$ cat config.mk
export PLATFORM = sky130hd
export DESIGN_NAME = encs_mulq
export DESIGN_NICKNAME = d
export VERILOG_FILES = /design/src/rtl/encs_pkg.sv /design/src/rtl/encs_mulq.sv
export SDC_FILE = /design/constraint.sdc
export NUM_CORES = 2
export LEC_CHECK = 0
export ABC_AREA = 1
export BUFFER_PORTS_ARGS = -buffer_cell sky130_fd_sc_hd__clkbuf_2
export CORE_ASPECT_RATIO = 0.6
export CORE_MARGIN = 1
export CORE_UTILIZATION = 59
export DETAILED_ROUTE_END_ITERATION = 10
export HOLD_SLACK_MARGIN = 0.08
export PLACE_DENSITY = 0.87
export SLEW_MARGIN = 20
export SYNTH_ARGS = -nofsm -noshare
export SYNTH_HDL_FRONTEND = slang
export SYNTH_SLANG_ARGS = --single-unit
$ cat constraint.sdc
create_clock -name clock -period 8.6 [get_ports clock]
set_input_delay 0.86 -clock clock [delete_from_list [all_inputs] [get_ports clock]]
set_output_delay 0.86 -clock clock [all_outputs]
set_load 0.005 [all_outputs]
$ cat src/rtl/encs_pkg.sv
`default_nettype none

package encs_pkg;

   localparam int MAX_ROWS_DEF = 256;
   localparam int MAX_COLS_DEF = 16;

   localparam logic [2:0] ACT_MATRIX   = 3'd0;
   localparam logic [2:0] ACT_RESPONSE = 3'd1;
   localparam logic [2:0] ACT_COEF     = 3'd2;
   localparam logic [2:0] ACT_WEIGHT   = 3'd3;
   localparam logic [2:0] ACT_START    = 3'd4;

   localparam logic [1:0] CSR_LAMBDA = 2'd0;
   localparam logic [1:0] CSR_ALPHA  = 2'd1;
   localparam logic [1:0] CSR_ROWS   = 2'd2;
   localparam logic [1:0] CSR_COLS   = 2'd3;

   localparam logic [16:0] ALPHA_ONE = 17'd65536;

   localparam logic signed [63:0] S64MAX = 64'sh7FFF_FFFF_FFFF_FFFF;
   localparam logic signed [63:0] S64MIN = 64'sh8000_0000_0000_0000;
   localparam logic signed [47:0] S48MAX = 48'sh7FFF_FFFF_FFFF;
   localparam logic signed [47:0] S48MIN = 48'sh8000_0000_0000;

   typedef struct packed {
      logic               start;
      logic signed [63:0] a;
      logic signed [31:0] b;
   } mul_req_type;

   typedef struct packed {
      logic        start;
      logic [63:0] m;
      logic [63:0] den;
   } div_req_type;

   function automatic logic [63:0] mag64(input logic signed [63:0] a);
      mag64 = a[63] ? (~a + 64'd1) : a;
   endfunction

   function automatic logic signed [63:0] sat_add64(input logic signed [63:0] a,
                                                    input logic signed [63:0] b);
      logic signed [64:0] s;
      s = {a[63], a} + {b[63], b};
      if (s[64] != s[63]) begin
         sat_add64 = s[64] ? S64MIN : S64MAX;
      end else begin
         sat_add64 = s[63:0];
      end
   endfunction

   function automatic logic signed [47:0] sat48(input logic signed [64:0] s);
      if ((s[64:47] == '0) || (s[64:47] == '1)) begin
         sat48 = s[47:0];
      end else begin
         sat48 = s[64] ? S48MIN : S48MAX;
      end
   endfunction

endpackage

`default_nettype wire

$ cat src/rtl/encs_mulq.sv
`default_nettype none

module encs_mulq (
   input  logic                  clock,
   input  logic                  reset,
   input  encs_pkg::mul_req_type mul_req,
   output logic                  mul_done,
   output logic signed [63:0]    mul_p
);
   import encs_pkg::*;

   typedef enum logic [1:0] {M_IDLE, M_HI, M_LO, M_FIN} mstate_type;

   mstate_type         state_ff;
   logic [63:0]        ua_ff;
   logic [31:0]        ub_ff;
   logic               neg_ff;
   logic [63:0]        hi_ff;
   logic [63:0]        lo_ff;
   logic               done_ff;
   logic signed [63:0] p_ff;

   logic [31:0] op_a;
   logic [63:0] prod;
   logic [64:0] sum;
   logic [63:0] m_val;
   logic [63:0] ub_full;

   // one 32x32 multiplier, upper half of a first then lower half
   assign op_a    = (state_ff == M_HI) ? ua_ff[63:32] : ua_ff[31:0];
   assign prod    = 64'(op_a) * 64'(ub_ff);
   assign ub_full = mag64({{32{mul_req.b[31]}}, mul_req.b});

   always_comb begin
      sum = {2'b00, hi_ff[46:0], 16'd0} + {17'd0, lo_ff[63:16]};
      if (hi_ff >= 64'h0000_8000_0000_0000) begin
         m_val = S64MAX;
      end else if (sum > {1'b0, S64MAX}) begin
         m_val = S64MAX;
      end else begin
         m_val = sum[63:0];
      end
   end

   always_ff @(posedge clock) begin
      if (reset) begin
         state_ff <= M_IDLE;
         done_ff  <= 1'b0;
      end else begin
         done_ff <= 1'b0;
         unique case (state_ff)
            M_IDLE: begin
               if (mul_req.start) begin
                  ua_ff    <= mag64(mul_req.a);
                  ub_ff    <= ub_full[31:0];
                  neg_ff   <= mul_req.a[63] ^ mul_req.b[31];
                  state_ff <= M_HI;
               end
            end
            M_HI: begin
               hi_ff    <= prod;
               state_ff <= M_LO;
            end
            M_LO: begin
               lo_ff    <= prod;
               state_ff <= M_FIN;
            end
            M_FIN: begin
               p_ff     <= neg_ff ? -$signed(m_val) : $signed(m_val);
               done_ff  <= 1'b1;
               state_ff <= M_IDLE;
            end
         endcase
      end
   end

   assign mul_done = done_ff;
   assign mul_p    = p_ff;

endmodule

`default_nettype wire

# [Word level (Yosys, flattened, before mapping)]
# Cells that the tools add are included.
[word_totals] word_cells=39 output_inout_bits=65 ff_bits=292 in_bits=99
[op_classes] add_sub_neg=4 bitwise=4 eq_ne=4 n_mux=9 mul=1 n_lt_le_gt_ge=2 n_reduce_logical=5
[ops] operator="$mux 64" n=3
[ops] operator="$add 63x48->64" n=1
[ops] operator="$add 64x1->64 const B" n=1
[ops] operator="$ge 64x48->1 const B" n=1
[ops] operator="$gt 64x63->1 const B" n=1
[ops] operator="$mul 32x32->64" n=1
[ops] operator="$neg 64->64" n=1
[ops] operator="$not 64->64" n=1
[ops] operator="$mux 63" n=1
[ops] operator="$add 32x1->32 const B" n=1
[ops] operator="$mux 32" n=1
[ops] operator="$not 32->32" n=1
[ops] operator="$mux 31" n=1
[ops] operator="$pmux 2 s4" n=1
[ops] operator="$reduce_and 2->1" n=3
[ops] operator="$eq 2x2->1 const B" n=2
[ops] operator="$reduce_and 3->1" n=1
[ops] operator="$eq 2x1->1 const B" n=1
[ops] operator="$logic_not 2->1" n=1
[ops] operator="$mux 2" n=1
[ops] operator="$ne 2x2->1 const B" n=1
[ops] operator="$mux 1" n=1
[ops] operator="$not 1->1" n=1
[ops] operator="$xor 1x1->1" n=1

# [Logic depth before layout (Yosys ltp)]
[logic_depth] depth_word=6 mapped_depth=38 mapped_depth_nobuf=36

# [Worst setup path after synthesis]
# No wires, ideal clock.
[synth_path] path_kind="input to register" start="input port reset" end="register neg_ff, enable pin" path_buffers=0 t_required_ns=7.907 setup_ns=0.693 path_stages=1 path_slack_ns=-0.027 t_arrival_ns=7.933 path_cell_list="nor3b_1"
[synth_between] elab_chain_len=2
[synth_rtl] item="start, declared" line_no="encs_mulq.sv:5" text="input logic reset,"
[synth_rtl] item="$not 1->1 (no source line)"
[synth_rtl] item="$reduce_and 3->1 (no source line)"
[synth_rtl] item="end signal, assigned" line_no="encs_mulq.sv:56" text="neg_ff <= mul_req.a[63] ^ mul_req.b[31];"
[synth_rtl] item="end, declared" line_no="encs_mulq.sv:17" text="logic neg_ff;"
# No other way between the ends.
# A chain may end at the register's enable or synchronous reset.

# [Final worst setup path]
[layout_path] start="register state_ff[1]" end="register hi_ff[60] (data pin)"
[layout_between] elab_chain_len=3
[layout_rtl] item="start, declared" line_no="encs_mulq.sv:14" text="mstate_type state_ff;"
[layout_rtl] item="start signal, assigned" line_no="encs_mulq.sv:47" text="state_ff <= M_IDLE;"
[layout_rtl] item="start signal, assigned" line_no="encs_mulq.sv:57" text="state_ff <= M_HI;"
[layout_rtl] item="start signal, assigned" line_no="encs_mulq.sv:62" text="state_ff <= M_LO;"
[layout_rtl] item="$eq 2x1->1" line_no="encs_mulq.sv:30" text="assign op_a = (state_ff == M_HI) ? ua_ff[63:32] : ua_ff[31:0];"
[layout_rtl] item="$mux 32" line_no="encs_mulq.sv:30"
[layout_rtl] item="$mul 32x32->64" line_no="encs_mulq.sv:31" text="assign prod = 64'(op_a) * 64'(ub_ff);"
[layout_rtl] item="named net prod[60]" line_no="encs_mulq.sv:24" text="logic [63:0] prod;"
[layout_rtl] item="end signal, assigned" line_no="encs_mulq.sv:61" text="hi_ff <= prod;"
[layout_rtl] item="end, declared" line_no="encs_mulq.sv:18" text="logic [63:0] hi_ff;"
# The timed path passes the listed nets, and every way through them passes these cells.

==> impl_metrics.env <==
export IMPL_hold_class="primary input to flop"
export IMPL_clockBufferDepth=3
export IMPL_critPathLaunchType="flop"
export IMPL_htreeDepth=1
export IMPL_synth_async_reset_ratio=0
export IMPL_seq_area_frac_synth=0.166
export IMPL_placedInstanceArea_um2=53800
export IMPL_finalHoldViolCount=0
export IMPL_die_w_um=376
export IMPL_area_growth_pct=11.2
export IMPL_critPathMostFrequentCell="fa_1"
export IMPL_grtUsageTotal=0.470
export IMPL_grt_overflow=0
export IMPL_cp_arrival_ns=8.79
export IMPL_dr_pass1_iters=10
export IMPL_grt_max_degree=85
export IMPL_cts_tree="yes"
export IMPL_core_rowCount=81
export IMPL_wl_per_cell_um=26.9
export IMPL_synth_area_um2=49600
export IMPL_ant_nets=0
export IMPL_synth_seq_cells=276
export IMPL_viasPerCell=5.95
export IMPL_antenna_found_initial=12
export IMPL_vias=44300
export IMPL_cts_buffers=28
export IMPL_drive_above_1_share=0.116
export IMPL_finalInstanceArea_um2=55200
export IMPL_drt_iter0_markers=6833
export IMPL_place_gp_congestion=1.10
export IMPL_critical_path_max_stage_delay_ns=0.58
export IMPL_fin_nets=7596
export IMPL_path_class="flop to flop"
export IMPL_final_common_cell="inv_1"
export IMPL_drc=0
export IMPL_die_area_um2=85300
export IMPL_end_kind="flop"
export IMPL_path_clk_slew_ns=0.07
export IMPL_ctsHoldBuffers=0
export IMPL_skew_ns=0.0160
export IMPL_fmax_ghz=0.118
export IMPL_initial_core_util=0.602
export IMPL_grt_pass1_wl_um=284000
export IMPL_cp_top_family="adder cells"
export IMPL_cp_max_fo=20
export IMPL_dieHeight_um=227
export IMPL_finalWirelength_um=200000
export IMPL_cts_sink_count=276
export IMPL_post_dp_hpwl_um=170000
export IMPL_grt_pass1_vias=42300
export IMPL_finalCriticalPeriod_ns=8.44
export IMPL_tightest_slew_ns=1.17
export IMPL_synth_avg_cell_area_um2=8.29
export IMPL_period_share=0.982
export IMPL_synth_edff_count=273
export IMPL_status="finished, final reports clean"
export IMPL_io_pins=164
export IMPL_holdWs_ns=0.483
export IMPL_core_area_um2=82400
export IMPL_setup_viol=0
export IMPL_final_cell_mix="inv_1 (1278), nand2_1 (1161), nor2_1 (912)"
export IMPL_setup_tns_ns=0
export IMPL_syn_inst=5985
export IMPL_pre_cts_slack_ns=-0.0981
export IMPL_slowest_stage="fa_1"
export IMPL_ys_flop_type="edfxtp_1"
export IMPL_synth_cell_types=58
export IMPL_critPathBufInv=12
export IMPL_worstSkewPairLatency_ns=0.60
export IMPL_clockRootBuffer="clkbuf_16"
export IMPL_finalMaxSlewViolations=0
export IMPL_maxCapViolations=0
export IMPL_syn_nets=7283
export IMPL_io_buffer_count=163
export IMPL_ys_warn_count=0
export IMPL_slew_headroom=0.214
export IMPL_worst_slack_ns=0.155
export IMPL_required_ns=8.94
[layout make-up]
class                   instances  area, µm²
well taps                    1120       1400
fillers                      6804      27200
flip-flops and latches        276       8260
inverters                    1319       4960
diodes                          4       10.0
clock inverters                22        204
repair buffers                486       3690
clock buffers                  30        708
multi-input cells            4187      35900
[sequential cells by signal (all words and copies together) (netlist names)]
name,flops
hi_ff,64
mul_p,64
ub_ff,32
mul_done,1
lo_ff,48
state_ff,2
ua_ff,64
neg_ff,1
[cells by family (layout without fill, tap and decap cells)]
logic type      after synthesis  after routing  share of synthesized area
compound gates              324            324                     0.0372
simple gates               2460           2460                      0.206
flops                       276            276                      0.166
other cells                   0              4                          0
buf+inv                    1522           1857                      0.116
xor+xnor                    204            204                     0.0360
fa+ha+maj                  1199           1199                      0.438
[cells in the mapped netlist (4+ instances only)]
| library cell | number | share of area |
|---|---|---|
| inv_1 | 1283 | 0.097 |
| nand2_1 | 1162 | 0.088 |
| nor2_1 | 917 | 0.069 |
| fa_1 | 897 | 0.36 |
| ha_1 | 302 | 0.076 |
| edfxtp_1 | 273 | 0.17 |
| clkbuf_1 | 180 | 0.014 |
| nand3_1 | 141 | 0.014 |
| xor2_1 | 127 | 0.022 |
| a21oi_1 | 113 | 0.011 |
| o21ai_0 | 88 | 0.0089 |
| xnor2_1 | 77 | 0.014 |
| nand4_1 | 51 | 0.0064 |
| nor3_1 | 34 | 0.0034 |
| o21ai_1 | 34 | 0.0034 |
| or2_2 | 34 | 0.0043 |
| nor2_2 | 26 | 0.0033 |
| a31oi_1 | 25 | 0.0032 |
| clkinv_1 | 24 | 0.0018 |
| nand3b_1 | 21 | 0.0032 |
| nand2_2 | 14 | 0.0018 |
| inv_2 | 12 | 0.00091 |
| a21o_1 | 11 | 0.0017 |
| nor4_1 | 11 | 0.0014 |
| nand3_2 | 10 | 0.0020 |
| buf_2 | 9 | 0.00091 |
| o21bai_1 | 9 | 0.0014 |
| a21boi_0 | 7 | 0.0011 |
| buf_1 | 7 | 0.00053 |
| nor2_4 | 7 | 0.0016 |
| and2_1 | 6 | 0.00076 |
| nand4_2 | 6 | 0.0015 |
| o21a_1 | 6 | 0.00091 |
| o31ai_1 | 6 | 0.00091 |
| nand2_4 | 5 | 0.0011 |
| a21oi_2 | 4 | 0.00071 |
| buf_6 | 4 | 0.00091 |
| o211ai_1 | 4 | 0.00061 |
[timing repair]
| item | 4_1_cts | 5_1_grt |
|---|---|---|
| gates cloned | 0 | 3 |
| buffers inserted | 0 | 13 |
| gates resized for setup | 7 | 67 |
| endpoints found under the setup margin | 6 | 54 |
| pin swaps | 0 | 12 |
[worst paths after layout]
path               start           to  slack (ns)  cells past startpoint
min reg2reg  state_ff[1]  state_ff[1]        0.56                      2
max reg2reg  state_ff[1]    hi_ff[60]        0.16                     35
max          state_ff[1]    hi_ff[60]        0.16                     35
min           mul_req[0]     ub_ff[0]        0.48                      1
[routing by layer]
metal	track usage	wire, µm	up-vias	part of all wire
met3	0.317	44100	537	0.22
met1	0.684	80600	21500	0.40
li1	-	-	18500	-
met4	0.120	6670	28	0.033
met2	0.538	68100	3759	0.34
met5	0.0783	1000	-	0.0050
[stage by stage]
step            util  instances
6_report       0.669       7444
5_1_grt        0.669       7444
4_1_cts        0.664       7425
3_5_place_dp   0.652       7373
3_3_place_gp   0.652       7373
2_1_floorplan      -       5985
Power is left out: the tool's default activity adds up to more than one toggle a clock period on the data nets, which glitch-free logic cannot reach.
