<file path="config.mk">
export PLATFORM = sky130hd
export DESIGN_NAME = encs_div
export DESIGN_NICKNAME = d
export VERILOG_FILES = /design/src/rtl/encs_pkg.sv /design/src/rtl/encs_div.sv
export SDC_FILE = /design/constraint.sdc
export NUM_CORES = 1
export LEC_CHECK = 0
export BUFFER_PORTS_ARGS = -buffer_cell sky130_fd_sc_hd__buf_4
export CELL_PAD_IN_SITES_DETAIL_PLACEMENT = 1
export CELL_PAD_IN_SITES_GLOBAL_PLACEMENT = 1
export CORE_ASPECT_RATIO = 1.25
export CORE_UTILIZATION = 35
export DETAILED_ROUTE_END_ITERATION = 10
export HOLD_SLACK_MARGIN = 0.06
export PLACE_DENSITY = 0.61
export SKIP_LAST_GASP = 1
export SLEW_MARGIN = 25
export SYNTH_ARGS = -nofsm -noshare
export SYNTH_HDL_FRONTEND = slang
export SYNTH_SLANG_ARGS = --single-unit
</file>
<file path="constraint.sdc">
create_clock -name clock -period 7.5 [get_ports clock]
set_input_delay 0.375 -clock clock [delete_from_list [all_inputs] [get_ports clock]]
set_output_delay 0.375 -clock clock [all_outputs]
set_load 0.01 [all_outputs]
</file>
<file path="src/rtl/encs_pkg.sv">
`default_nettype none

package encs_pkg;

   localparam int MAX_ROWS_DEF = 256;
   localparam int MAX_COLS_DEF = 16;

   localparam logic [2:0] ACT_MATRIX   = 3'd0;
   localparam logic [2:0] ACT_RESPONSE = 3'd1;
   localparam logic [2:0] ACT_COEF     = 3'd2;
   localparam logic [2:0] ACT_WEIGHT   = 3'd3;
   localparam logic [2:0] ACT_START    = 3'd4;

   localparam logic [1:0] CSR_LAMBDA = 2'd0;
   localparam logic [1:0] CSR_ALPHA  = 2'd1;
   localparam logic [1:0] CSR_ROWS   = 2'd2;
   localparam logic [1:0] CSR_COLS   = 2'd3;

   localparam logic [16:0] ALPHA_ONE = 17'd65536;

   localparam logic signed [63:0] S64MAX = 64'sh7FFF_FFFF_FFFF_FFFF;
   localparam logic signed [63:0] S64MIN = 64'sh8000_0000_0000_0000;
   localparam logic signed [47:0] S48MAX = 48'sh7FFF_FFFF_FFFF;
   localparam logic signed [47:0] S48MIN = 48'sh8000_0000_0000;

   typedef struct packed {
      logic               start;
      logic signed [63:0] a;
      logic signed [31:0] b;
   } mul_req_type;

   typedef struct packed {
      logic        start;
      logic [63:0] m;
      logic [63:0] den;
   } div_req_type;

   function automatic logic [63:0] mag64(input logic signed [63:0] a);
      mag64 = a[63] ? (~a + 64'd1) : a;
   endfunction

   function automatic logic signed [63:0] sat_add64(input logic signed [63:0] a,
                                                    input logic signed [63:0] b);
      logic signed [64:0] s;
      s = {a[63], a} + {b[63], b};
      if (s[64] != s[63]) begin
         sat_add64 = s[64] ? S64MIN : S64MAX;
      end else begin
         sat_add64 = s[63:0];
      end
   endfunction

   function automatic logic signed [47:0] sat48(input logic signed [64:0] s);
      if ((s[64:47] == '0) || (s[64:47] == '1)) begin
         sat48 = s[47:0];
      end else begin
         sat48 = s[64] ? S48MIN : S48MAX;
      end
   endfunction

endpackage

`default_nettype wire

</file>
<file path="src/rtl/encs_div.sv">
`default_nettype none

module encs_div (
   input  logic                  clock,
   input  logic                  reset,
   input  encs_pkg::div_req_type div_req,
   output logic                  div_done,
   output logic [32:0]           div_q
);
   import encs_pkg::*;

   typedef enum logic {D_IDLE, D_RUN} dstate_type;

   dstate_type  state_ff;
   logic [79:0] rem_ff;
   logic [95:0] dv_ff;
   logic [5:0]  k_ff;
   logic [31:0] q_ff;
   logic        done_ff;
   logic [32:0] res_ff;

   logic ge;

   assign ge = {16'd0, rem_ff} >= dv_ff;

   // restoring division of m*2^16 by den, one quotient bit a cycle;
   // the first step only checks whether the quotient reaches 2^32
   always_ff @(posedge clock) begin
      if (reset) begin
         state_ff <= D_IDLE;
         done_ff  <= 1'b0;
      end else begin
         done_ff <= 1'b0;
         unique case (state_ff)
            D_IDLE: begin
               if (div_req.start) begin
                  rem_ff   <= {div_req.m, 16'd0};
                  dv_ff    <= {div_req.den, 32'd0};
                  k_ff     <= 6'd32;
                  q_ff     <= '0;
                  state_ff <= D_RUN;
               end
            end
            D_RUN: begin
               dv_ff <= dv_ff >> 1;
               k_ff  <= k_ff - 6'd1;
               if (k_ff == 6'd32) begin
                  if (ge) begin
                     res_ff   <= {1'b1, 32'd0};
                     done_ff  <= 1'b1;
                     state_ff <= D_IDLE;
                  end
               end else begin
                  if (ge) begin
                     rem_ff <= rem_ff - dv_ff[79:0];
                  end
                  q_ff <= {q_ff[30:0], ge};
                  if (k_ff == 6'd0) begin
                     res_ff   <= {1'b0, q_ff[30:0], ge};
                     done_ff  <= 1'b1;
                     state_ff <= D_IDLE;
                  end
               end
            end
         endcase
      end
   end

   assign div_done = done_ff;
   assign div_q    = res_ff;

endmodule

`default_nettype wire

</file>
After elaboration in Yosys (flattened, before gate mapping)
Index checks and enable logic that the tools add are counted.

Register bits: 248. Latch bits: 0. RAM bits: 0. Bits in read-only memories: 0. Input bits: 131. Output and inout bits: 34. Memories: 0.

Add/sub/neg operators: 2. Multiply operators: 0. Div/mod/pow operators: 0. Order comparisons: 1. Equal/unequal tests: 5. Shift operators: 0. Mux-type cells: 22. Bitwise logic cells: 2. Reductions and logical operators: 7.

Operators by type and width (number): 2-to-1 mux 80 bit (3); case mux 96 bit (2 select lines) (1); case mux 80 bit (2 select lines) (1); 2-to-1 mux 33 bit (3); greater-or-equal comparator 80 x 96 -> 1 bit (1); 2-to-1 mux 96 bit (1); subtractor 80 bit (1); 2-to-1 mux 31 bit (2); case mux 31 bit (2 select lines) (1); case mux 6 bit (2 select lines) (1); AND reduction 4 bit (2); 2-to-1 mux 1 bit (7); == test 6 bit (second input constant) (1); logical NOT 6 bit (1); 2-to-1 mux 6 bit (1); != test 2 bit (second input constant) (3); subtractor 6 x 1 -> 6 bit (second input constant) (1); AND reduction 3 bit (1); != test 2 x 1 -> 1 bit (second input constant) (1); NOT 1 bit (2); case mux 1 bit (2 select lines) (1); AND reduction 2 bit (1); nonzero test 2 bit (1); OR reduction 2 bit (1).

Logic depth before layout (Yosys ltp)
Gate-level depths: netlist of run 1.

Word-level depth: 4. Mapped depth: 14. Depth with buffers taken out: 14.

Least setup slack after synthesis of run 1
No wires, ideal clock.

Path kind: register to register. From: register state_ff. To: register rem_ff[0], enable pin. Arrival: 5.442 ns. Setup slack: 1.530 ns. Cell stages (with the launch flop): 6. Path buffers: 0. Period minus slack after synthesis: 5.970 ns. Cell sequence: dfxtp_1 nor2_1 or2_2 inv_1 nand3_1 o21ai_1.

Word-level cells in the longest chain between the ends: 3.

Ends and longest elaborated chain: from (decl) (line encs_div.sv:14) `dstate_type state_ff;`; from (signal assigned) (line encs_div.sv:30) `state_ff <= D_IDLE;`; from (signal assigned) (line encs_div.sv:41) `state_ff <= D_RUN;`; from (signal assigned) (line encs_div.sv:51) `state_ff <= D_IDLE;`; NOT 1 bit; != test 2 bit (no line); AND reduction 4 bit (no line) (*); to (signal assigned) (line encs_div.sv:37) `rem_ff <= {div_req.m, 16'd0};`; to (signal assigned) (line encs_div.sv:55) `rem_ff <= rem_ff - dv_ff[79:0];`; to (decl) (line encs_div.sv:15) `logic [79:0] rem_ff;`.

Mark *: on every way between the ends. The rest lies on a longest branch, timed or not. A chain may end at the register's enable or synchronous reset.

Worst setup path after layout of run 1
From: register rem_ff[25]. To: register rem_ff[20], enable pin.

Word-level cells in the longest chain between the ends: 3.

Ends and longest elaborated chain: greater-or-equal comparator 80 x 96 -> 1 bit (line encs_div.sv:24) `assign ge = {16'd0, rem_ff} >= dv_ff;`; != test 2 x 1 -> 1 bit (no line); AND reduction 4 bit (no line).

No other way between the ends.

==> key figures, run 1 <==
Timing
  • Worst Tran Pin Value: approximately 0.89 ns
  • Hold Vio Cnt, Final: 0
  • Clock Skew: 0.0131 ns
  • Final Max Slew Viols: 0
  • Setup TNS: 0 ns
  • Final setup margin: between 3 and 4 ns
  • Final period utilization: 0.565
  • # setup viols final: 0
  • Crit path time final: 4.23 ns
  • RSZ-0062 raised after global routing: no
  • Worst slew margin: 0.408
  • Fmax: 236 MHz
  • Hold_ws: 0.101 ns

Synthesis
  • Main synth FF type: edfxtp_1
  • Async set-reset flop share out of synthesis: 0
  • Synth area leader: edfxtp_1
  • Yosys cell types: 75
  • Synth area leaders: edfxtp_1, mux2_2, ha_1, a21oi_1, and2_1
  • Count of state elements after synthesis: 248
  • Netlist Area Pre-Place: roughly 0.015 sq mm
  • Syn nets: ~1600
  • Share of the synthesized area in the top cell type: 0.486
  • Synth Area per Inst: 10.7 sq um
  • Yosys warnings: 0
  • Post-synth EDFFs: approximately 250
  • Mapped Cells: 1425
  • Sequential cell area fraction in the yosys report: 0.488

Layout
  • Layout area overhead: 18.5%
  • N_diodes: 0
  • Footprint of the multi-input gates: a little over 0.007 sq mm
  • Layout cell share with drive strength beyond 1: 0.224
  • Sequential cell area: 0.00743 sq mm
  • Filler Cell Count: 4782
  • Final #Nets: 1775
  • Final core utilization: 0.419

Placement
  • Post-place setup slack: 3.22 ns
  • Post-DP HPWL: 31.0 mm
  • Gpl congestion: 0.817
  • PortBufs: approximately 160

Floorplan
  • Die X: 188 um
  • Row cnt: 85
  • Die extent in y: 235 um
  • # IOs: 165
  • Starting Density: 0.354
  • Core Area: around 0.043 sq mm
  • Die ar.: 0.0443 sq mm

Routing
  • 1st-iter DRT viols: 438
  • Wire per inst: 19.2 um
  • Via count: 11200
  • DRC errors left: 0
  • Via density: 5.19
  • WL final: 41.2 mm
  • Final ANT Viol Nets: 0
  • DRT Pass-1 Iters: 5

Global routing
  • Vias in the first global route: 11900
  • Largest net degree at the start of global routing: 82
  • Tot GR Track Use: 0.186
  • Initial antenna violation count: 1
  • First-pass GRT wire length: around 65 mm
  • Grt ovf: 0

CTS
  • CTS Buf Count: 29
  • Max clock buf depth: 3
  • CTS sink cnt: ~250
  • Worst skew pair latency: 0.57 ns
  • TritonCTS clock tree: built
  • H-Tree Depth: 1
  • Worst-path clk slew: about 0.060 ns
  • Root Driver: clkbuf_16

Power
  • Clk network pwr share: 0.376
  • Overall Power: 4.11 mW
  • Pleak: between 7 and 8 nW
  • PD cells: 228 mW/mm^2
  • NetSw: 1.18 mW
  • VDD IR-drop max: 0.188 mV
  • Reg power frac: 0.407
  • Cell internal pwr: 2.94 mW
  • Sw frac: 0.286
  • Comb power frac: 0.217

Run
  • Max-Cap Viols: 0

Run status
  • Outcome: finished clean

Worst setup path
  • CP Capture Type: flip-flop
  • Crit-path max FO: 80
  • Req. time, crit path: 7.69 ns
  • Crit Path Class: flip-flop to flip-flop
  • Launching element type of the critical path: flip-flop
  • Arr. time, crit path: ~4.4 ns

Hold path
  • HP Class: primary input to flip-flop
[power groups by stage]
| stage | logic [mW] | registers [mW] | clock network (mW) |
|---|---|---|---|
| 6_report | 0.892 | 1.67 | 1.54 |
| 3_3_place_gp | 0.883 | 1.70 | 0 |
| 3_5_place_dp | 0.896 | 1.71 | 0 |
| 5_1_grt | 0.989 | 1.68 | 1.63 |
| 4_1_cts | 0.903 | 1.68 | 1.58 |
| 2_1_floorplan | 0.634 | 1.69 | 0 |
[Yosys cell counts (3+ instances only)]
cell type	n
xor2_1	37
o21ai_0	43
a311oi_1	5
nand2b_1	5
clkbuf_1	63
and4_1	4
nor3_1	14
a221oi_1	3
nor4_1	9
a211oi_1	4
nand2_1	92
nor2b_1	7
a31oi_1	9
nand4_1	32
a21o_1	54
or4_1	3
and2_1	71
or3_1	6
edfxtp_1	246
o21ai_1	19
mux2_2	115
o21a_1	9
nor2_1	109
buf_2	4
a211o_1	5
inv_1	110
o21bai_1	18
nand3_1	21
a21oi_1	112
o211ai_1	4
xnor2_1	41
and3_1	11
ha_1	82
[kinds of logic (layout without fill, tap and decap cells)]
group	after synthesis	count (layout)	share of synthesized area
AOI/OAI and AO/OA	328	328	0.140
adders and majority gates	83	83	0.0688
buffers and inverters	178	337	0.0443
xor gates and xnor gates	78	78	0.0449
DFF	248	248	0.488
and+or+nand+nor	395	395	0.129
muxes	115	115	0.0852
[critical path: stages, from the launching register on]
cell,delay [ns]
edfxtp_1,0.37
ha_1,0.43
nand4_1,0.19
or4_1,0.60
or2_0,0.24
o22ai_2,0.16
o31ai_2,0.15
a31o_1,0.21
a21o_1,0.20
a211oi_2,0.32
nand3_1,0.18
o21ai_4,0.09
buf_6,0.66
[state kept, by name, summed over array words and instances (netlist names)]
name      count
dv_ff        96
div_done      1
rem_ff       80
div_q        33
k_ff          6
state_ff      1
q_ff         31
[per-layer routing]
metal  up-vias  wire length, um  global-route usage
met4         0              941              0.0528
met1      5442            19000               0.246
met2       211            19700               0.314
met3        49             1620              0.0261
met5         -                0                   0
li1       5461                -                   -
[area by class of cell]
class	count	share of cell area
Multi-Input combinational cell	999	0.396
Tap cell	565	0.0392
Clock inverter	24	0.0166
Sequential cell	248	0.412
Clock buffer	30	0.0405
Inverter	110	0.0231
Timing Repair Buffer	173	0.0726
[per-stage QoR]
| stage | cells | instance area (sq um) |
|---|---|---|
| 6_report | 2149 | 18000 |
| 5_1_grt | 2149 | 18000 |
| 4_1_cts | 2149 | 18000 |
| 3_5_place_dp | 2094 | 17000 |
| 3_3_place_gp | 2094 | 17000 |
| 2_1_floorplan | 1425 | 15200 |
[cells in the final DEF, fill, tap and decap left out, types with 37 or more instances in the layout]
master and n:
xor2_1 37, inv_1 108, nor2_1 109, o21ai_0 43, a21o_1 54, buf_4 170
mux2_2 115, a21oi_1 111, nand2_1 92, and2_1 71, edfxtp_1 246, ha_1 82
xnor2_1 41
[timing repair]
action | CTS | global route
endpoints found under the hold margin | 1 | 0
hold buffers | 1 | 0
setup buffers | 0 | 0
endpoints found under the setup margin | 0 | 0
gates resized for setup | 0 | 0
[worst paths after layout]
| check | from | to | slack, ns | cells after the start |
|---|---|---|---|---|
| max | rem_ff[25] | rem_ff[20] | 3.27 | 12 |
| min | div_req[93] | rem_ff[45] | 0.10 | 3 |
| max reg2reg | rem_ff[25] | rem_ff[20] | 3.27 | 12 |
| min reg2reg | q_ff[30] | div_q[31] | 0.53 | 1 |
No activity file was read; power rests on OpenSTA's default activity.
==> inputs of run 2 (changes only) <==
- clock period: 7.5 -> 4.26 ns (I/O delays scaled with it)
==> key figures, run 2 (synthesis results as in run 1) <==
Worst setup path
  • Critical Path Stages: 13 (+1)
  • Crit path max-delay family: compound AO/OA/AOI/OAI gates
  • Crit Path Class: flip-flop to flip-flop
  • CP Capture Type: flip-flop
  • Worst-path cell chain: inv_1 -> ha_1 -> nand4_1 -> or4_1 -> or2_0 -> o22ai_2 -> o31ai_2 -> a31o_1 -> a21o_1 -> a211oi_2 -> nand3_1 -> o21ai_4 -> buf_12
  • Launching element type of the critical path: flip-flop
  • Crit-path max FO: 29 (-64%)
  • Slowest Stage Delay on Critical Path: 0.59 ns (-0.07 ns)
  • WP buf/inv: 2 (+1)
  • Crit-path slowest cell: or4_1
  • Worst R2R Path Depth: 13 (+1)
  • Arr. time, crit path: 4.11 ns (-0.32 ns)
  • Req. time, crit path: 4.51 ns (-3.18 ns)

Placement
  • Post-place setup slack: 0.426 ns (-2.80 ns)
  • Gpl congestion: 0.820 (+0.40%)
  • DP Cell Count: 2099 (+0.24%)
  • Post-DP HPWL: 30.6 mm (-1.3%)
  • PortBufs: 164 (unchanged)

Layout
  • Biggest register: dv_ff
  • Sequential cell area: 0.00743 sq mm (unchanged)
  • Filler Cell Count: 4723 (-1.2%)
  • Largest register FFs: 96 (unchanged)
  • Final #Nets: 1906 (+7.4%)
  • Layout area overhead: 27.2%
  • Layout Cells excl Fill: 2280 (+6.1%)
  • Layout cell share with drive strength beyond 1: 0.211 (-0.0135)
  • Commonest non-fill, non-tap cell in the layout: edfxtp_1
  • Commonest cells after routing, fill and taps aside: edfxtp_1, buf_4, dlygate4sd3_1
  • Footprint of the multi-input gates: 0.00713 sq mm (about the same)

Timing
  • RSZ-0062 raised after global routing: no
  • # setup viols final: 0 (unchanged)
  • Final setup margin: 0.404 ns (-2.86 ns)
  • Crit path time final: 3.86 ns (-0.379 ns)
  • Clock Skew: 0.0107 ns (-0.00244 ns)
  • Setup TNS: 0 ns (unchanged)
  • Hold Vio Cnt, Final: 0 (unchanged)
  • Worst slew margin: 0.446 (+0.0383)
  • Worst Tran Pin Value: 0.831 ns (-0.0575 ns)
  • Fmax: 259 MHz (+9.8%)
  • Final period utilization: 0.905 (+0.340)
  • Final Max Slew Viols: 0 (unchanged)

Global routing
  • Vias in the first global route: 12500 (+4.7%)
  • Initial antenna violation count: 0 (-1)
  • First-pass GRT wire length: 67.7 mm (+3.4%)
  • Largest net degree at the start of global routing: 104 (+27%)
  • Tot GR Track Use: 0.190 (+0.00408)
  • Grt ovf: 0 (unchanged)

CTS
  • Worst skew pair latency: 0.56 ns (about the same)
  • Worst-path clk slew: 0.07 ns (about the same)
  • Max clock buf depth: 3 (unchanged)
  • CTS sink cnt: 248 (unchanged)
  • H-Tree Depth: 1 (unchanged)
  • Root Driver: clkbuf_16
  • TritonCTS clock tree: built
  • CTS Buf Count: 28 (-3.4%)
  • Cts repair resizes: 0 (unchanged)

Routing
  • DRC errors left: 0 (unchanged)
  • Final ANT Viol Nets: 0 (unchanged)
  • Via count: 11600 (+4.1%)
  • Via density: 5.10 (-1.9%)
  • WL final: 42.2 mm (+2.3%)
  • DRT Pass-1 Iters: 4 (-1)
  • Wire per inst: 18.5 um (-3.5%)
  • 1st-iter DRT viols: 444 (+1.4%)

Floorplan
  • Die ar.: 0.0443 sq mm (unchanged)
  • Die extent in y: 235 um (unchanged)
  • # IOs: 165 (unchanged)
  • Core Area: 0.0430 sq mm (unchanged)
  • Row cnt: 85 (unchanged)
  • Die X: 188 um (unchanged)
  • Starting Density: 0.354 (unchanged)

Run
  • Max-Cap Viols: 0 (unchanged)

Power
  • Overall Power: 7.23 mW (+76%)
  • VDD IR-drop max: 0.304 mV (+62%)
  • Pleak: 7.78 nW (+7.7%)
  • PD cells: 374 mW/mm^2 (+64%)

Run status
  • Outcome: finished clean

Hold path
  • Hold Path Stages: 3 (unchanged)
  • HP Class: primary input to flip-flop
-- run 2: final cells by class --
class	instances	share of cell area
well taps	565	0.0365
flip-flops and latches	248	0.384
clock inverters	19	0.0115
diodes	1	0.000129
repair buffers	305	0.138
clock buffers	33	0.0393
multi-input cells	999	0.369
inverters	110	0.0215
-- run 2: worst register-to-register path: cells and delay by family (launching register included) --
family / cells / cell delay, ns
AOI/OAI and AO/OA: 6 / 1.27
and+or+nand+nor: 4 / 1.18
adders and majority gates: 1 / 0.41
DFF: 1 / 0.33
buffers and inverters: 2 / 0.33
-- run 2: what timing repair did --
item,in CTS,in global routing
endpoints found under the hold margin,128,0
setup endpoints to repair,0,0
setup buffers,0,0
hold buffers,128,0
-- run 2: routing by layer --
| metal | global-route usage | part of all wire |
|---|---|---|
| met1 | 0.253 | 0.46 |
| met3 | 0.0214 | 0.031 |
| met2 | 0.325 | 0.48 |
| met4 | 0.0508 | 0.022 |
| met5 | 0 | 0 |
-- run 2: power by group --
| part | total [mW] | switching [mW] | internal, mW |
|---|---|---|---|
| Clock | 2.60 | 1.07 | 1.53 |
| Sequential | 2.95 | 0.0607 | 2.89 |
| Combinational | 1.68 | 0.935 | 0.749 |
| Total | 7.23 | 2.07 | 5.16 |
-- run 2: metrics by stage --
stage	utilization	hold slack [ns]	area (sq um)
5_1_grt	0.450	0.127	19300
3_3_place_gp	0.398	0.433	17100
2_1_floorplan	-	0.292	15200
4_1_cts	0.450	0.0938	19300
3_5_place_dp	0.398	0.430	17100
6_report	0.450	0.107	19400
-- run 2: worst paths after layout --
check | slack [ns] | endpoint | from
setup / recovery | 0.40 | rem_ff[10] | dv_ff[24]
hold / removal | 0.11 | rem_ff[60] | div_req[108]
setup reg to reg | 0.40 | rem_ff[10] | dv_ff[24]
hold reg to reg | 0.54 | div_q[30] | q_ff[29]
==> inputs of run 3 (changes only) <==
- REMOVE_ABC_BUFFERS: default -> 1
==> key figures, run 3 (synthesis results as in run 1) <==
Timing
  • # setup viols final: 0 (unchanged)
  • Clock Skew: 0.0229 ns (+0.0122 ns)
  • Final period utilization: 0.892 (-0.0132)
  • Setup TNS: 0 ns (unchanged)
  • RSZ-0062 raised after global routing: no
  • Fmax: 263 MHz (+1.5%)
  • Final Max Slew Viols: 0 (unchanged)
  • Hold Vio Cnt, Final: 0 (unchanged)
  • Worst Tran Pin Value: 0.980 ns (+0.149 ns)
  • Crit path time final: 3.80 ns (-0.0564 ns)
  • Worst slew margin: 0.347 (-0.0995)
  • Final setup margin: 0.461 ns (+0.0564 ns)

Routing
  • Via density: 5.11 (+0.26%)
  • Final ANT Viol Nets: 0 (unchanged)
  • WL final: 43.0 mm (+1.9%)
  • DRC errors left: 0 (unchanged)
  • 1st-iter DRT viols: 478 (+7.7%)
  • Wire per inst: 18.9 um (+2.0%)
  • Via count: 11600 (+0.13%)
  • DRT Pass-1 Iters: 4 (unchanged)

Floorplan
  • Die ar.: 0.0443 sq mm (unchanged)
  • Starting Density: 0.354 (unchanged)
  • Die X: 188 um (unchanged)
  • Die extent in y: 235 um (unchanged)
  • # IOs: 165 (unchanged)
  • Row cnt: 85 (unchanged)
  • Core Area: 0.0430 sq mm (unchanged)

Run status
  • Outcome: finished clean

CTS
  • Hold_buf cts: 128 (unchanged)
  • Worst skew pair latency: 0.56 ns (about the same)
  • Root Driver: clkbuf_16
  • CTS sink cnt: 248 (unchanged)
  • CTS Buf Count: 29 (+3.6%)
  • H-Tree Depth: 1 (unchanged)
  • Worst-path clk slew: 0.07 ns (about the same)
  • Cts repair resizes: 0 (unchanged)
  • Max clock buf depth: 3 (unchanged)
  • Post-CTS Repair Setup Buffers: 0 (unchanged)
  • TritonCTS clock tree: built

Global routing
  • Vias in the first global route: 12600 (+1.0%)
  • Largest net degree at the start of global routing: 72 (-31%)
  • Met3 Use GR: 0.0203 (-0.00105)
  • Initial antenna violation count: 0 (unchanged)
  • Grt ovf: 0 (unchanged)
  • Gr busiest metal: met2
  • First-pass GRT wire length: 68.4 mm (+0.99%)
  • Tot GR Track Use: 0.194 (+0.00402)
  • Grt met1 use: 0.237 (-0.0160)
  • GRT met2 Usage: 0.360 (+0.0350)

Worst setup path
  • FF-to-FF Start: rem_ff[25]
  • CP Capture Type: flip-flop
  • Worst R2R Path Depth: 12 (-1)
  • R2r setup slk: 0.46 ns (+0.06 ns)
  • Capturing point of the worst reg2reg path: rem_ff[19]
  • Crit Path Class: flip-flop to flip-flop
  • Crit-path slowest cell: or4_1
  • Launching element type of the critical path: flip-flop
  • Crit-path max FO: 47 (+62%)
  • Req. time, crit path: 4.48 ns (-0.03 ns)
  • Slowest Stage Delay on Critical Path: 0.59 ns (about the same)
  • Worst-path cell chain: ha_1 -> nand4_1 -> or4_1 -> or2_0 -> o22ai_2 -> o31ai_2 -> a31o_1 -> a21o_1 -> a211oi_2 -> nand3_1 -> o21ai_4 -> buf_12
  • Arr. time, crit path: 4.02 ns (-0.09 ns)

Layout
  • Commonest non-fill, non-tap cell in the layout: edfxtp_1
  • Footprint of the multi-input gates: 0.00714 sq mm (about the same)
  • Commonest cells after routing, fill and taps aside: edfxtp_1, buf_4, dlygate4sd3_1
  • Layout cell share with drive strength beyond 1: 0.203 (-0.00793)
  • Layout area overhead: 26.6%
  • Filler Cell Count: 4714 (-0.19%)
  • Biggest register: dv_ff
  • Final #Nets: 1905 (-0.052%)
  • Largest register FFs: 96 (unchanged)
  • N_diodes: 0 (-1)
  • Sequential cell area: 0.00743 sq mm (unchanged)

Power
  • VDD IR-drop max: 0.266 mV (-12%)
  • PD cells: 367 mW/mm^2 (-1.9%)
  • Pleak: 7.72 nW (-0.66%)

Hold path
  • Hold Startpoint: div_req[108]
  • Worst Hold Path EP: rem_ff[60]
  • Hold Path Stages: 3 (unchanged)
  • HP Class: primary input to flip-flop

Placement
  • Post-DP HPWL: 30.8 mm (+0.56%)
  • Gpl congestion: 0.831 (+1.2%)
  • PortBufs: 164 (unchanged)
  • Post-place setup slack: 0.463 ns (+0.0376 ns)

Run
  • Max-Cap Viols: 0 (unchanged)
==> run 3: cell count changes in the layout (fill, tap and decap cells not counted), sizes merged <==
| cell | delta |
|---|---|
| clkbuf | +1 |
| diode | -1 |
| inv | -1 |
| bufinv | -1 |
| clkinvlp | -3 |
| buf | -2 |
| clkinv | +4 |
==> run 3: critical path: cells and delay by family, from the launching register on <==
kind                     cells  cell delay [ns]
adder cells (fa/ha/maj)      1             0.44
flip-flops                   1             0.37
AND/OR/NAND/NOR              4             1.17
buffers and inverters        1             0.32
AO/OA/AOI/OAI                6             1.12
==> run 3: routing by layer <==
layer,up-vias,share of wire
li1,5722,-
met1,5716,0.43
met2,147,0.52
met3,50,0.025
met4,0,0.021
met5,-,0
==> run 3: worst max path at each step <==
stage / cells past startpoint / start / to / slack, ns
2_1_floorplan: 5 / state_ff / rem_ff[0] / -4.91
3_3_place_gp: 12 / rem_ff[24] / rem_ff[9] / 0.52
3_5_place_dp: 12 / rem_ff[23] / rem_ff[13] / 0.46
4_1_cts: 12 / rem_ff[25] / rem_ff[39] / 0.42
5_1_grt: 12 / rem_ff[25] / rem_ff[38] / 0.22
6_report: 12 / rem_ff[25] / rem_ff[19] / 0.46
==> run 3: layout make-up <==
class / count / share of cell area
Tap cell: 565 / 0.0367
Clock inverter: 18 / 0.00864
Multi-Input combinational cell: 999 / 0.371
Clock buffer: 34 / 0.0387
Inverter: 110 / 0.0216
Timing Repair Buffer: 303 / 0.138
Sequential cell: 248 / 0.386
==> run 3: per-stage QoR <==
| stage | power [mW] | std cells | hold slack, ns | cell area (sq um) | util |
|---|---|---|---|---|---|
| floorplan | 4.11 | 1357 | 0.292 | 14900 | - |
| global placement | 4.55 | 2096 | 0.494 | 17000 | 0.396 |
| detailed placement | 4.58 | 2097 | 0.493 | 17100 | 0.397 |
| CTS | 7.16 | 2277 | 0.185 | 19300 | 0.448 |
| global route | 7.42 | 2277 | 0.221 | 19300 | 0.448 |
| finish | 7.06 | 2277 | 0.244 | 19300 | 0.448 |
==> run 3: power by group <==
| group | switching (mW) | internal [mW] | total (mW) |
|---|---|---|---|
| clock | 1.01 | 1.42 | 2.44 |
| sequential | 0.0724 | 2.89 | 2.96 |
| combinational | 0.918 | 0.746 | 1.66 |
